[config.mk]
export PLATFORM = sky130hd
export DESIGN_NAME = tgi_addr
export DESIGN_NICKNAME = d
export VERILOG_FILES = /design/src/rtl/tgi_pkg.sv /design/src/rtl/tgi_addr.sv
export SDC_FILE = /design/constraint.sdc
export NUM_CORES = 1
export LEC_CHECK = 0
export BUFFER_PORTS_ARGS = -buffer_cell sky130_fd_sc_hd__buf_2
export CORE_MARGIN = 3
export CORE_UTILIZATION = 30
export DETAILED_ROUTE_END_ITERATION = 8
export PLACE_DENSITY = 0.87
export SYNTH_ARGS = -nofsm -noshare
export SYNTH_HDL_FRONTEND = slang
export SYNTH_SLANG_ARGS = --single-unit
export TNS_END_PERCENT = 50
[constraint.sdc]
create_clock -name vclk -period 1.2
set_input_delay 0.18 -clock vclk [all_inputs]
set_output_delay 0.18 -clock vclk [all_outputs]
set_load 0.05 [all_outputs]
[src/rtl/tgi_pkg.sv]
// ----------------------------------------------------------------------------
// tgi_pkg : shared constants and types for the trilinear grid interpolator
// Grid geometry, fixed-point format and pipeline record types.
// ----------------------------------------------------------------------------
`default_nettype none
package tgi_pkg;
    localparam int XBits = 6;
    localparam int YBits = 6;
    localparam int TBits = 6;
    localparam int XPoints = 1 << XBits;
    localparam int YPoints = 1 << YBits;
    localparam int TPoints = 1 << TBits;
    localparam int FracBits = 8;
    localparam int ValBits = 16;
    // each bank holds one parity corner: (x,y,t) halved
    localparam int BankAddrBits = XBits + YBits + TBits - 3;
    localparam int BankDepth = 1 << BankAddrBits;

    typedef enum logic {
        FUNC_WRITE = 1'b0,
        FUNC_QUERY = 1'b1
    } func_t;

    typedef logic [FracBits-1:0] frac_t;
    typedef logic [ValBits-1:0]  val_t;

    // query state carried alongside the memory read
    typedef struct packed {
        logic  valid;
        logic  in_range;
        logic  [2:0] par;      // parity of lower x, y, t
        frac_t dx;
        frac_t dy;
        frac_t dt;
    } qry_t;

    // one lerp: (a*(2^F-d) + b*d) >> F
    function automatic val_t lerp(input val_t a, input val_t b, input frac_t d);
        logic [ValBits+FracBits:0] s;
        s = {{(FracBits+1){1'b0}}, a} * ({1'b1, {FracBits{1'b0}}} - {1'b0, d})
          + {{(FracBits+1){1'b0}}, b} * {1'b0, d};
        return s[FracBits +: ValBits];
    endfunction
endpackage
`default_nettype wire

[src/rtl/tgi_addr.sv]
// ----------------------------------------------------------------------------
// tgi_addr : cell lookup for a query
// Floors positions, checks range, forms the eight bank read addresses.
// ----------------------------------------------------------------------------
`default_nettype none
module tgi_addr (
    input  wire logic signed [14:0] x_pos,
    input  wire logic signed [14:0] y_pos,
    input  wire logic signed [15:0] tau_pos,
    output logic                    in_range,
    output logic [2:0]              par,
    output logic [tgi_pkg::BankAddrBits-1:0] raddr [8]
);
    logic signed [7:0] xf, yf, tf;     // floor of position
    logic signed [8:0] xi, yi, ti;
    logic [tgi_pkg::XBits-1:0] x0;
    logic [tgi_pkg::YBits-1:0] y0;
    logic [tgi_pkg::TBits-1:0] t0;
    logic [tgi_pkg::XBits-1:0] xc;
    logic [tgi_pkg::YBits-1:0] yc;
    logic [tgi_pkg::TBits-1:0] tc;

    always_comb
    begin
        xf = 8'(x_pos >>> tgi_pkg::FracBits);
        yf = 8'(y_pos >>> tgi_pkg::FracBits);
        tf = 8'(tau_pos >>> tgi_pkg::FracBits);
        xi = 9'(xf) + 9'(tgi_pkg::XPoints / 2);
        yi = 9'(yf) + 9'(tgi_pkg::YPoints / 2);
        ti = 9'(tf);
        in_range = (xi >= 0) && (xi <= 9'(tgi_pkg::XPoints - 2))
                && (yi >= 0) && (yi <= 9'(tgi_pkg::YPoints - 2))
                && (ti >= 0) && (ti <= 9'(tgi_pkg::TPoints - 2));
        x0 = xi[tgi_pkg::XBits-1:0];
        y0 = yi[tgi_pkg::YBits-1:0];
        t0 = ti[tgi_pkg::TBits-1:0];
        par = {x0[0], y0[0], t0[0]};
        // bank b = {xp,yp,tp} parity of the corner; index is coordinate >> 1
        for (int b = 0; b < 8; b++)
        begin
            // corner coordinate with parity bit of bank: lower if equal parity
            xc = (b[2] == x0[0]) ? x0 : x0 + 1'b1;
            yc = (b[1] == y0[0]) ? y0 : y0 + 1'b1;
            tc = (b[0] == t0[0]) ? t0 : t0 + 1'b1;
            raddr[b] = {xc[tgi_pkg::XBits-1:1], yc[tgi_pkg::YBits-1:1],
                        tc[tgi_pkg::TBits-1:1]};
        end
    end
endmodule
`default_nettype wire

==> out/qor.yml, run 1 <==
route:
  vias: 1363
  first_pass_iters: 2
  wl_per_cell_um: 14.5
  drc_errors: 0
  totalWireLength_um: 4620
  final_antenna_net_count: 0
  viasPerCell: 4.29
  drtIter0Drc: 5
yosys:
  syn_avg_cell_area_um2: 7.40
  ys_warn_count: 0
  synth.largest_area_cell: "buf_4"
  synthCells: 178
  yosys-top-cells-count: "93 x buf_4, 18 x xnor2_1, 13 x ha_1"
  ys_types: 22
  synthTopCellsByArea: "buf_4 53%, ha_1 12%, xnor2_1 12%, nand4_1 3.8%, inv_1 3.4%"
  yosys.cell_count.top_type: "buf_4"
  synth_area_um2: 1320
  seq_area_frac_synth: 0
  synth_top_cell_area_share: 0.530
  syn_nets: 237
worst_hold_path:
  hold_end: "raddr[34]"
  hold_path.class: "input pin to output port"
  hold_depth: 2
  min_from: "tau_pos[13]"
setup_path:
  path_cells: "buf_8, clkinvlp_4, ha_2, or3b_4, mux2i_2, nor4_4, buf_6"
  crit_required_ps: 1020
  max_stage_delay_ps: 370
  critPathKind: "input pin to output port"
  critPathLaunch: "x_pos[13]"
  worstPathMaxFanout: 3
  crit_slowest_cell: "or3b_4"
  crit_buf_inv: 3
  end_kind: "output port"
  crit_arrival_ps: 1370
  critPathTopFamily: "simple AND/OR/NAND/NOR gates"
  critPathLaunchType: "input pin"
timing:
  rsz0062_at_grt: "true"
  finalHoldViolations: 0
  setup_ws_ps: -355
  max_freq_ghz: 0.643
  maxSlewViolCount: 0
  worstMarginPinSlew_ps: 520
  maxSlewHeadroom: 0.650
  finalSetupTns_ps: -7930
  worst_hold_slack_ps: 685
  setup_viol: 73
  finalCritPeriodShare: 1.30
  period_needed_ps: 1550
cells_and_area:
  diodes: 0
  multi_input_area_um2: 1110
  layoutNonFillerInstCount: 318
  seq_cells: 0
  stdcell_area_um2: 2980
  register_area_um2: 0
  clock_buffers: 0
  fin_nets: 329
  finalCoreUtilization: 0.723
  nFillCells: 268
  drive_gt1_frac: 0.899
  area_growth_pct: 126
power:
  netSwitchingPower_w: 0.00159
  clkPwrFrac: 0
  swShare: 0.657
  ir_drop_v: 0.000427
  seq_power_share: 0
  power_frac_comb: 1.000
  power.density_nw_per_um2: 815
  p_int_w: 0.000832
  p_leak_nw: 1.47
grt:
  grt_first_pass_wirelength_um: 6470
  antenna_found_initial: 0
  grt_start_max_net_pins: 7
  grtUsageTotal: 0.151
  grt_pass1_vias: 1325
  grt_remaining_overflow: 0
place:
  post_dp_cell_area_um2: 2070
  dp_hpwl_um: 3040
  placed_cells: 301
  gp_congestion: 0.809
  io_buffers: 146
die:
  die-area_um2: 5220
  die_w_um: 72.3
  io-pin-count: 170
  rows: 23
  die_y_um: 72.3
  initial_core_util: 0.320
  core_area_um2: 4120
outcome:
  violations: "negative setup slack"
  status: "complete, but fails checks"
flow_run:
  drv_cap: 0
clocking:
  hold_buffers: 0
[worst max-delay path by stage]
stage | end | slack (ps) | depth (start not counted)
4_1_cts | in_range | -360 | 7
3_3_place_gp | in_range | -490 | 7
5_1_grt | in_range | -440 | 8
2_1_floorplan | in_range | -400 | 5
6_report | in_range | -350 | 7
3_5_place_dp | in_range | -530 | 7
[layer usage]
metal  GRT usage  part of all wire  vias to the layer above
li1            -                 -                      649
met2       0.352              0.65                       68
met3     0.00831             0.069                        0
met4     0.00418                 0                        0
met5           0                 0                        -
met1       0.141              0.28                      646
[power groups by stage]
stage,logic [W],registers (W),clock network [W]
finish,0.00242,0,0
global route,0.00250,0,0
CTS,0.00231,0,0
detailed placement,0.00195,0,0
global placement,0.00193,0,0
floorplan,0.00191,0,0
[timing repair]
item / 4_1_cts / 5_1_grt
pin swaps: 27 / 14
setup endpoints to repair: 93 / 87
buffers inserted: 15 / 5
gates resized for setup: 189 / 47
cloned: 0 / 0
[metrics by stage]
stage,total power (W),setup slack [ps]
finish,0.00242,-355
CTS,0.00231,-362
global route,0.00250,-436
global placement,0.00193,-485
floorplan,0.00191,-398
detailed placement,0.00195,-526
[cells in the final DEF, fill, tap and decap left out, types with 5 or more instances in the layout]
cell type   n
nand4_1     8
nand2_4     6
ha_4        7
ha_1        5
xnor2_4    17
buf_8      13
buf_4      37
buf_2      50
inv_1       8
buf_6      89
[layout make-up]
cell class	count	share of cell area
Multi-Input combinational cell	66	0.374
Tap cell	50	0.0210
Inverter	12	0.0185
Timing Repair Buffer	190	0.587
[cells by family after synthesis]
group	after synthesis	share of synthesized area
XOR/XNOR	18	0.120
AO/OA/AOI/OAI	2	0.0104
buffers and inverters	112	0.592
AND/OR/NAND/NOR	32	0.147
multiplexers	1	0.00760
adder cells (fa/ha/maj)	13	0.123
Note: power is estimated with default switching activity, not from simulation.
==> run 2, diff against run 1 <==
MAX_ROUTING_LAYER = met4   (was unset)
==> out/qor.yml, run 2 (synthesized netlist as in run 1, its figures left out) <==
setup_path:
  crit_arrival_ps: 1370  # about the same
  worstPathMaxFanout: 3  # unchanged
  critPathKind: "input pin to output port"
  end_kind: "output port"
  critPathLaunchType: "input pin"
  crit_required_ps: 1020  # about the same
route:
  viasPerCell: 4.32  # +0.73%
  final_antenna_net_count: 0  # unchanged
  drc_errors: 0  # unchanged
  first_pass_iters: 4  # +2
  wl_per_cell_um: 14.6  # +0.78%
  totalWireLength_um: 4660  # +0.78%
  drtIter0Drc: 9  # +4
  vias: 1373  # +0.73%
timing:
  period_needed_ps: 1550  # -0.0370 ps
  setup_ws_ps: -355  # +0.0370 ps
  rsz0062_at_grt: "true"
  finalCritPeriodShare: 1.30  # about the same
  finalHoldViolations: 0  # unchanged
  worstMarginPinSlew_ps: 521  # +0.376 ps
  max_freq_ghz: 0.643  # about the same
  setup_viol: 73  # unchanged
  maxSlewViolCount: 0  # unchanged
  finalSetupTns_ps: -7920  # +12.4 ps
  maxSlewHeadroom: 0.650  # about the same
outcome:
  violations: "negative setup slack"
  status: "complete, but fails checks"
die:
  io-pin-count: 170  # unchanged
  die_w_um: 72.3  # unchanged
  rows: 23  # unchanged
  die_y_um: 72.3  # unchanged
  die-area_um2: 5220  # unchanged
  core_area_um2: 4120  # unchanged
  initial_core_util: 0.320  # unchanged
power:
  ir_drop_v: 0.000426  # about the same
  seq_power_share: 0  # unchanged
  power_frac_comb: 1.000  # about the same
  clkPwrFrac: 0  # unchanged
  power_w: 0.00243  # about the same
  p_leak_nw: 1.47  # unchanged
  power.density_nw_per_um2: 815  # about the same
  p_int_w: 0.000832  # about the same
  swShare: 0.657  # about the same
  netSwitchingPower_w: 0.00159  # about the same
clocking:
  hold_buffers: 0  # unchanged
cells_and_area:
  fin_nets: 329  # unchanged
  mostFrequentLayoutCell: "buf_6"
  drive_gt1_frac: 0.899  # unchanged
  nFillCells: 268  # unchanged
  stdcell_area_um2: 2980  # unchanged
  diodes: 0  # unchanged
  seq_cells: 0  # unchanged
  clock_buffers: 0  # unchanged
  register_area_um2: 0  # unchanged
  layout.cells.most_common_list: "89 x buf_6, 50 x buf_2, 37 x buf_4, 17 x xnor2_4, 13 x buf_8"
  area_growth_pct: 126  # unchanged
place:
  gp_congestion: 0.821  # +1.5%
  dp_hpwl_um: 3040  # unchanged
  io_buffers: 146  # unchanged
  post_dp_cell_area_um2: 2070  # unchanged
grt:
  grt_start_max_net_pins: 7  # unchanged
  grt_remaining_overflow: 0  # unchanged
  grtUsageTotal: 0.155  # +0.00441
  grt_pass1_vias: 1322  # -0.23%
  grt_first_pass_wirelength_um: 6470  # -0.11%
  antenna_found_initial: 0  # unchanged
flow_run:
  drv_cap: 0  # unchanged
worst_hold_path:
  hold_path.class: "input pin to output port"
## run 2: metrics by stage
stage                     cells  setup WS (ps)  hold slack (ps)  utilization
after detailed placement    301           -526              685        0.503
after CTS                   316           -362              686        0.678
after floorplan             178           -398              499            -
after global placement      301           -485              682        0.503
after global routing        318           -436              695        0.723
final                       318           -355              685        0.723
## run 2: cell type report
cell class / count / area (um2) / share of cell area
multi-input combinational: 66 / 1110 / 0.374
tap: 50 / 62.6 / 0.0210
timing repair buffer: 190 / 1750 / 0.587
inverter: 12 / 55.1 / 0.0185
## run 2: worst max-delay path, cell delays in order
cell and delay, ps:
buf_8 80, clkinvlp_4 80, ha_2 190, or3b_4 370, mux2i_2 230, nor4_4 80
buf_6 170
## run 2: final timing paths
kind,from,end,slack (ps),cells after the start
worst max-delay path,x_pos[13],in_range,-350,7
worst min-delay path,tau_pos[13],raddr[34],690,2
## run 2: power by group through the flow
stage,Combinational [W],Sequential [W],Clock [W]
after floorplan,0.00191,0,0
after global placement,0.00193,0,0
after detailed placement,0.00195,0,0
after CTS,0.00231,0,0
after global routing,0.00250,0,0
final,0.00243,0,0
## run 2: what timing repair did
| item | 4_1_cts | 5_1_grt |
|---|---|---|
| setup endpoints to repair | 93 | 87 |
| resized for setup | 189 | 47 |
| pin swaps | 27 | 14 |
| buffers inserted | 15 | 5 |
## run 2: metal layers
layer / up-vias / wire, um / GRT usage
met4: 0 / 0 / 0.00418
met2: 68 / 2990 / 0.352
met3: 0 / 307 / 0.00554
li1: 650 / - / -
met5: - / 0 / -
met1: 655 / 1360 / 0.143
==> run 3, diff against run 2 <==
CELL_PAD_IN_SITES_DETAIL_PLACEMENT = 0   (was unset)
CELL_PAD_IN_SITES_GLOBAL_PLACEMENT = 1   (was unset)
CORE_UTILIZATION = 18   (was 30)
==> out/qor.yml, run 3 (synthesized netlist as in run 1, its figures left out) <==
cells_and_area:
  layout.cells.most_common_list: "85 x buf_6, 46 x buf_4, 45 x buf_2, 17 x xnor2_4, 13 x buf_8"
  seq_cells: 0  # unchanged
  area_growth_pct: 129
  nFillCells: 638  # +140%
  diodes: 0  # unchanged
  drive_gt1_frac: 0.888  # -0.0108
  stdcell_area_um2: 3010  # +1.3%
  fin_nets: 330  # +0.30%
  clock_buffers: 0  # unchanged
  layoutNonFillerInstCount: 365  # +15%
  mostFrequentLayoutCell: "buf_6"
  register_area_um2: 0  # unchanged
setup_path:
  critPathKind: "input pin to output port"
  crit_required_ps: 1020  # about the same
  end_kind: "output port"
  worstPathMaxFanout: 2  # -1
  critPathLaunchType: "input pin"
  crit_arrival_ps: 1370  # about the same
worst_hold_path:
  min_from: "tau_pos[13]"
  hold_depth: 2  # unchanged
  hold_path.class: "input pin to output port"
  hold_end: "raddr[94]"
die:
  initial_core_util: 0.190  # -0.130
  die_y_um: 91.6  # +27%
  rows: 30  # +30%
  core_area_um2: 6940  # +69%
  io-pin-count: 170  # unchanged
  die-area_um2: 8380  # +60%
  die_w_um: 91.6  # +27%
power:
  p_leak_nw: 1.47  # +0.10%
  ir_drop_v: 0.000377  # -12%
  netSwitchingPower_w: 0.00157  # -1.2%
  seq_power_share: 0  # unchanged
  power.density_nw_per_um2: 798  # -2.1%
  p_int_w: 0.000832  # about the same
  clkPwrFrac: 0  # unchanged
  swShare: 0.654  # -0.00278
  power_frac_comb: 1.000  # about the same
grt:
  grt_use_met3: 0.00414  # -0.00140
  busiest_layer: "met2"
  grt_first_pass_wirelength_um: 6380  # -1.3%
  grt_pass1_vias: 1280  # -3.2%
  grt.met2_usage: 0.187  # -0.164
  grtUsageTotal: 0.0909  # -0.0640
  antenna_found_initial: 0  # unchanged
  grt_remaining_overflow: 0  # unchanged
  met1_usage: 0.100  # -0.0425
  grt_start_max_net_pins: 7  # unchanged
route:
  viasPerCell: 3.67  # -15%
  drtIter0Drc: 6  # -3
  drc_errors: 0  # unchanged
  wl_per_cell_um: 11.7  # -20%
  totalWireLength_um: 4290  # -7.9%
  first_pass_iters: 3  # -1
  vias: 1340  # -2.4%
  final_antenna_net_count: 0  # unchanged
place:
  gp_congestion: 0.676  # -18%
  io_buffers: 146  # unchanged
  placed_cells: 353  # +17%
  post_dp_cell_area_um2: 2170  # +5.0%
  dp_hpwl_um: 3250  # +7.0%
timing:
  rsz0062_at_grt: "true"
  worst_hold_slack_ps: 683  # -2.05 ps
  period_needed_ps: 1550  # -7.02 ps
  worstMarginPinSlew_ps: 523  # +2.43 ps
  finalHoldViolations: 0  # unchanged
  finalCritPeriodShare: 1.29  # -0.00585
  maxSlewViolCount: 0  # unchanged
  max_freq_ghz: 0.646  # +0.45%
  setup_viol: 70  # -4.1%
  setup_ws_ps: -348  # +7.02 ps
  maxSlewHeadroom: 0.648  # -0.00163
outcome:
  status: "complete, but fails checks"
  violations: "negative setup slack"
flow_run:
  drv_cap: 0  # unchanged
run 3: worst max path at each step:
stage | slack [ps] | start | cells after the start | endpoint
after CTS | -370 | x_pos[13] | 7 | in_range
after global placement | -480 | x_pos[13] | 7 | in_range
after global routing | -430 | x_pos[13] | 8 | in_range
after floorplan | -400 | x_pos[13] | 5 | in_range
after detailed placement | -540 | x_pos[13] | 7 | in_range
final | -350 | x_pos[8] | 7 | in_range
run 3: power groups by stage:
stage,Sequential (W),Combinational [W],Clock [W]
final,0,0.00241,0
after floorplan,0,0.00191,0
after detailed placement,0,0.00197,0
after CTS,0,0.00232,0
after global routing,0,0.00248,0
after global placement,0,0.00195,0
run 3: routing by layer:
metal | wire (um) | share of wire
met1 | 1430 | 0.33
met2 | 2580 | 0.60
met3 | 273 | 0.064
met4 | 0 | 0
met5 | 0 | 0
run 3: area by class of cell:
| class | instances | area (um2) | area share |
|---|---|---|---|
| repair buffers | 191 | 1750 | 0.581 |
| well taps | 96 | 120 | 0.0399 |
| inverters | 12 | 52.6 | 0.0174 |
| multi-input cells | 66 | 1090 | 0.362 |
run 3: what timing repair did:
action,4_1_cts,5_1_grt
hold buffers,0,0
setup buffers,8,5
pin swaps,25,10
setup endpoints to repair,89,92
resized for setup,184,44
run 3: metrics by stage:
step / TNS (ps) / utilization / power [W] / setup slack [ps]
detailed placement: -21070 / 0.313 / 0.00197 / -545
global route: -11710 / 0.434 / 0.00248 / -434
global placement: -19130 / 0.313 / 0.00195 / -483
floorplan: -12000 / - / 0.00191 / -398
finish: -7820 / 0.434 / 0.00241 / -348
CTS: -6300 / 0.407 / 0.00232 / -366
run 3: critical path: stages:
cell,delay (ps)
buf_8,70
inv_1,50
ha_1,210
or3b_1,380
mux2i_2,220
nor4_4,80
buf_6,170
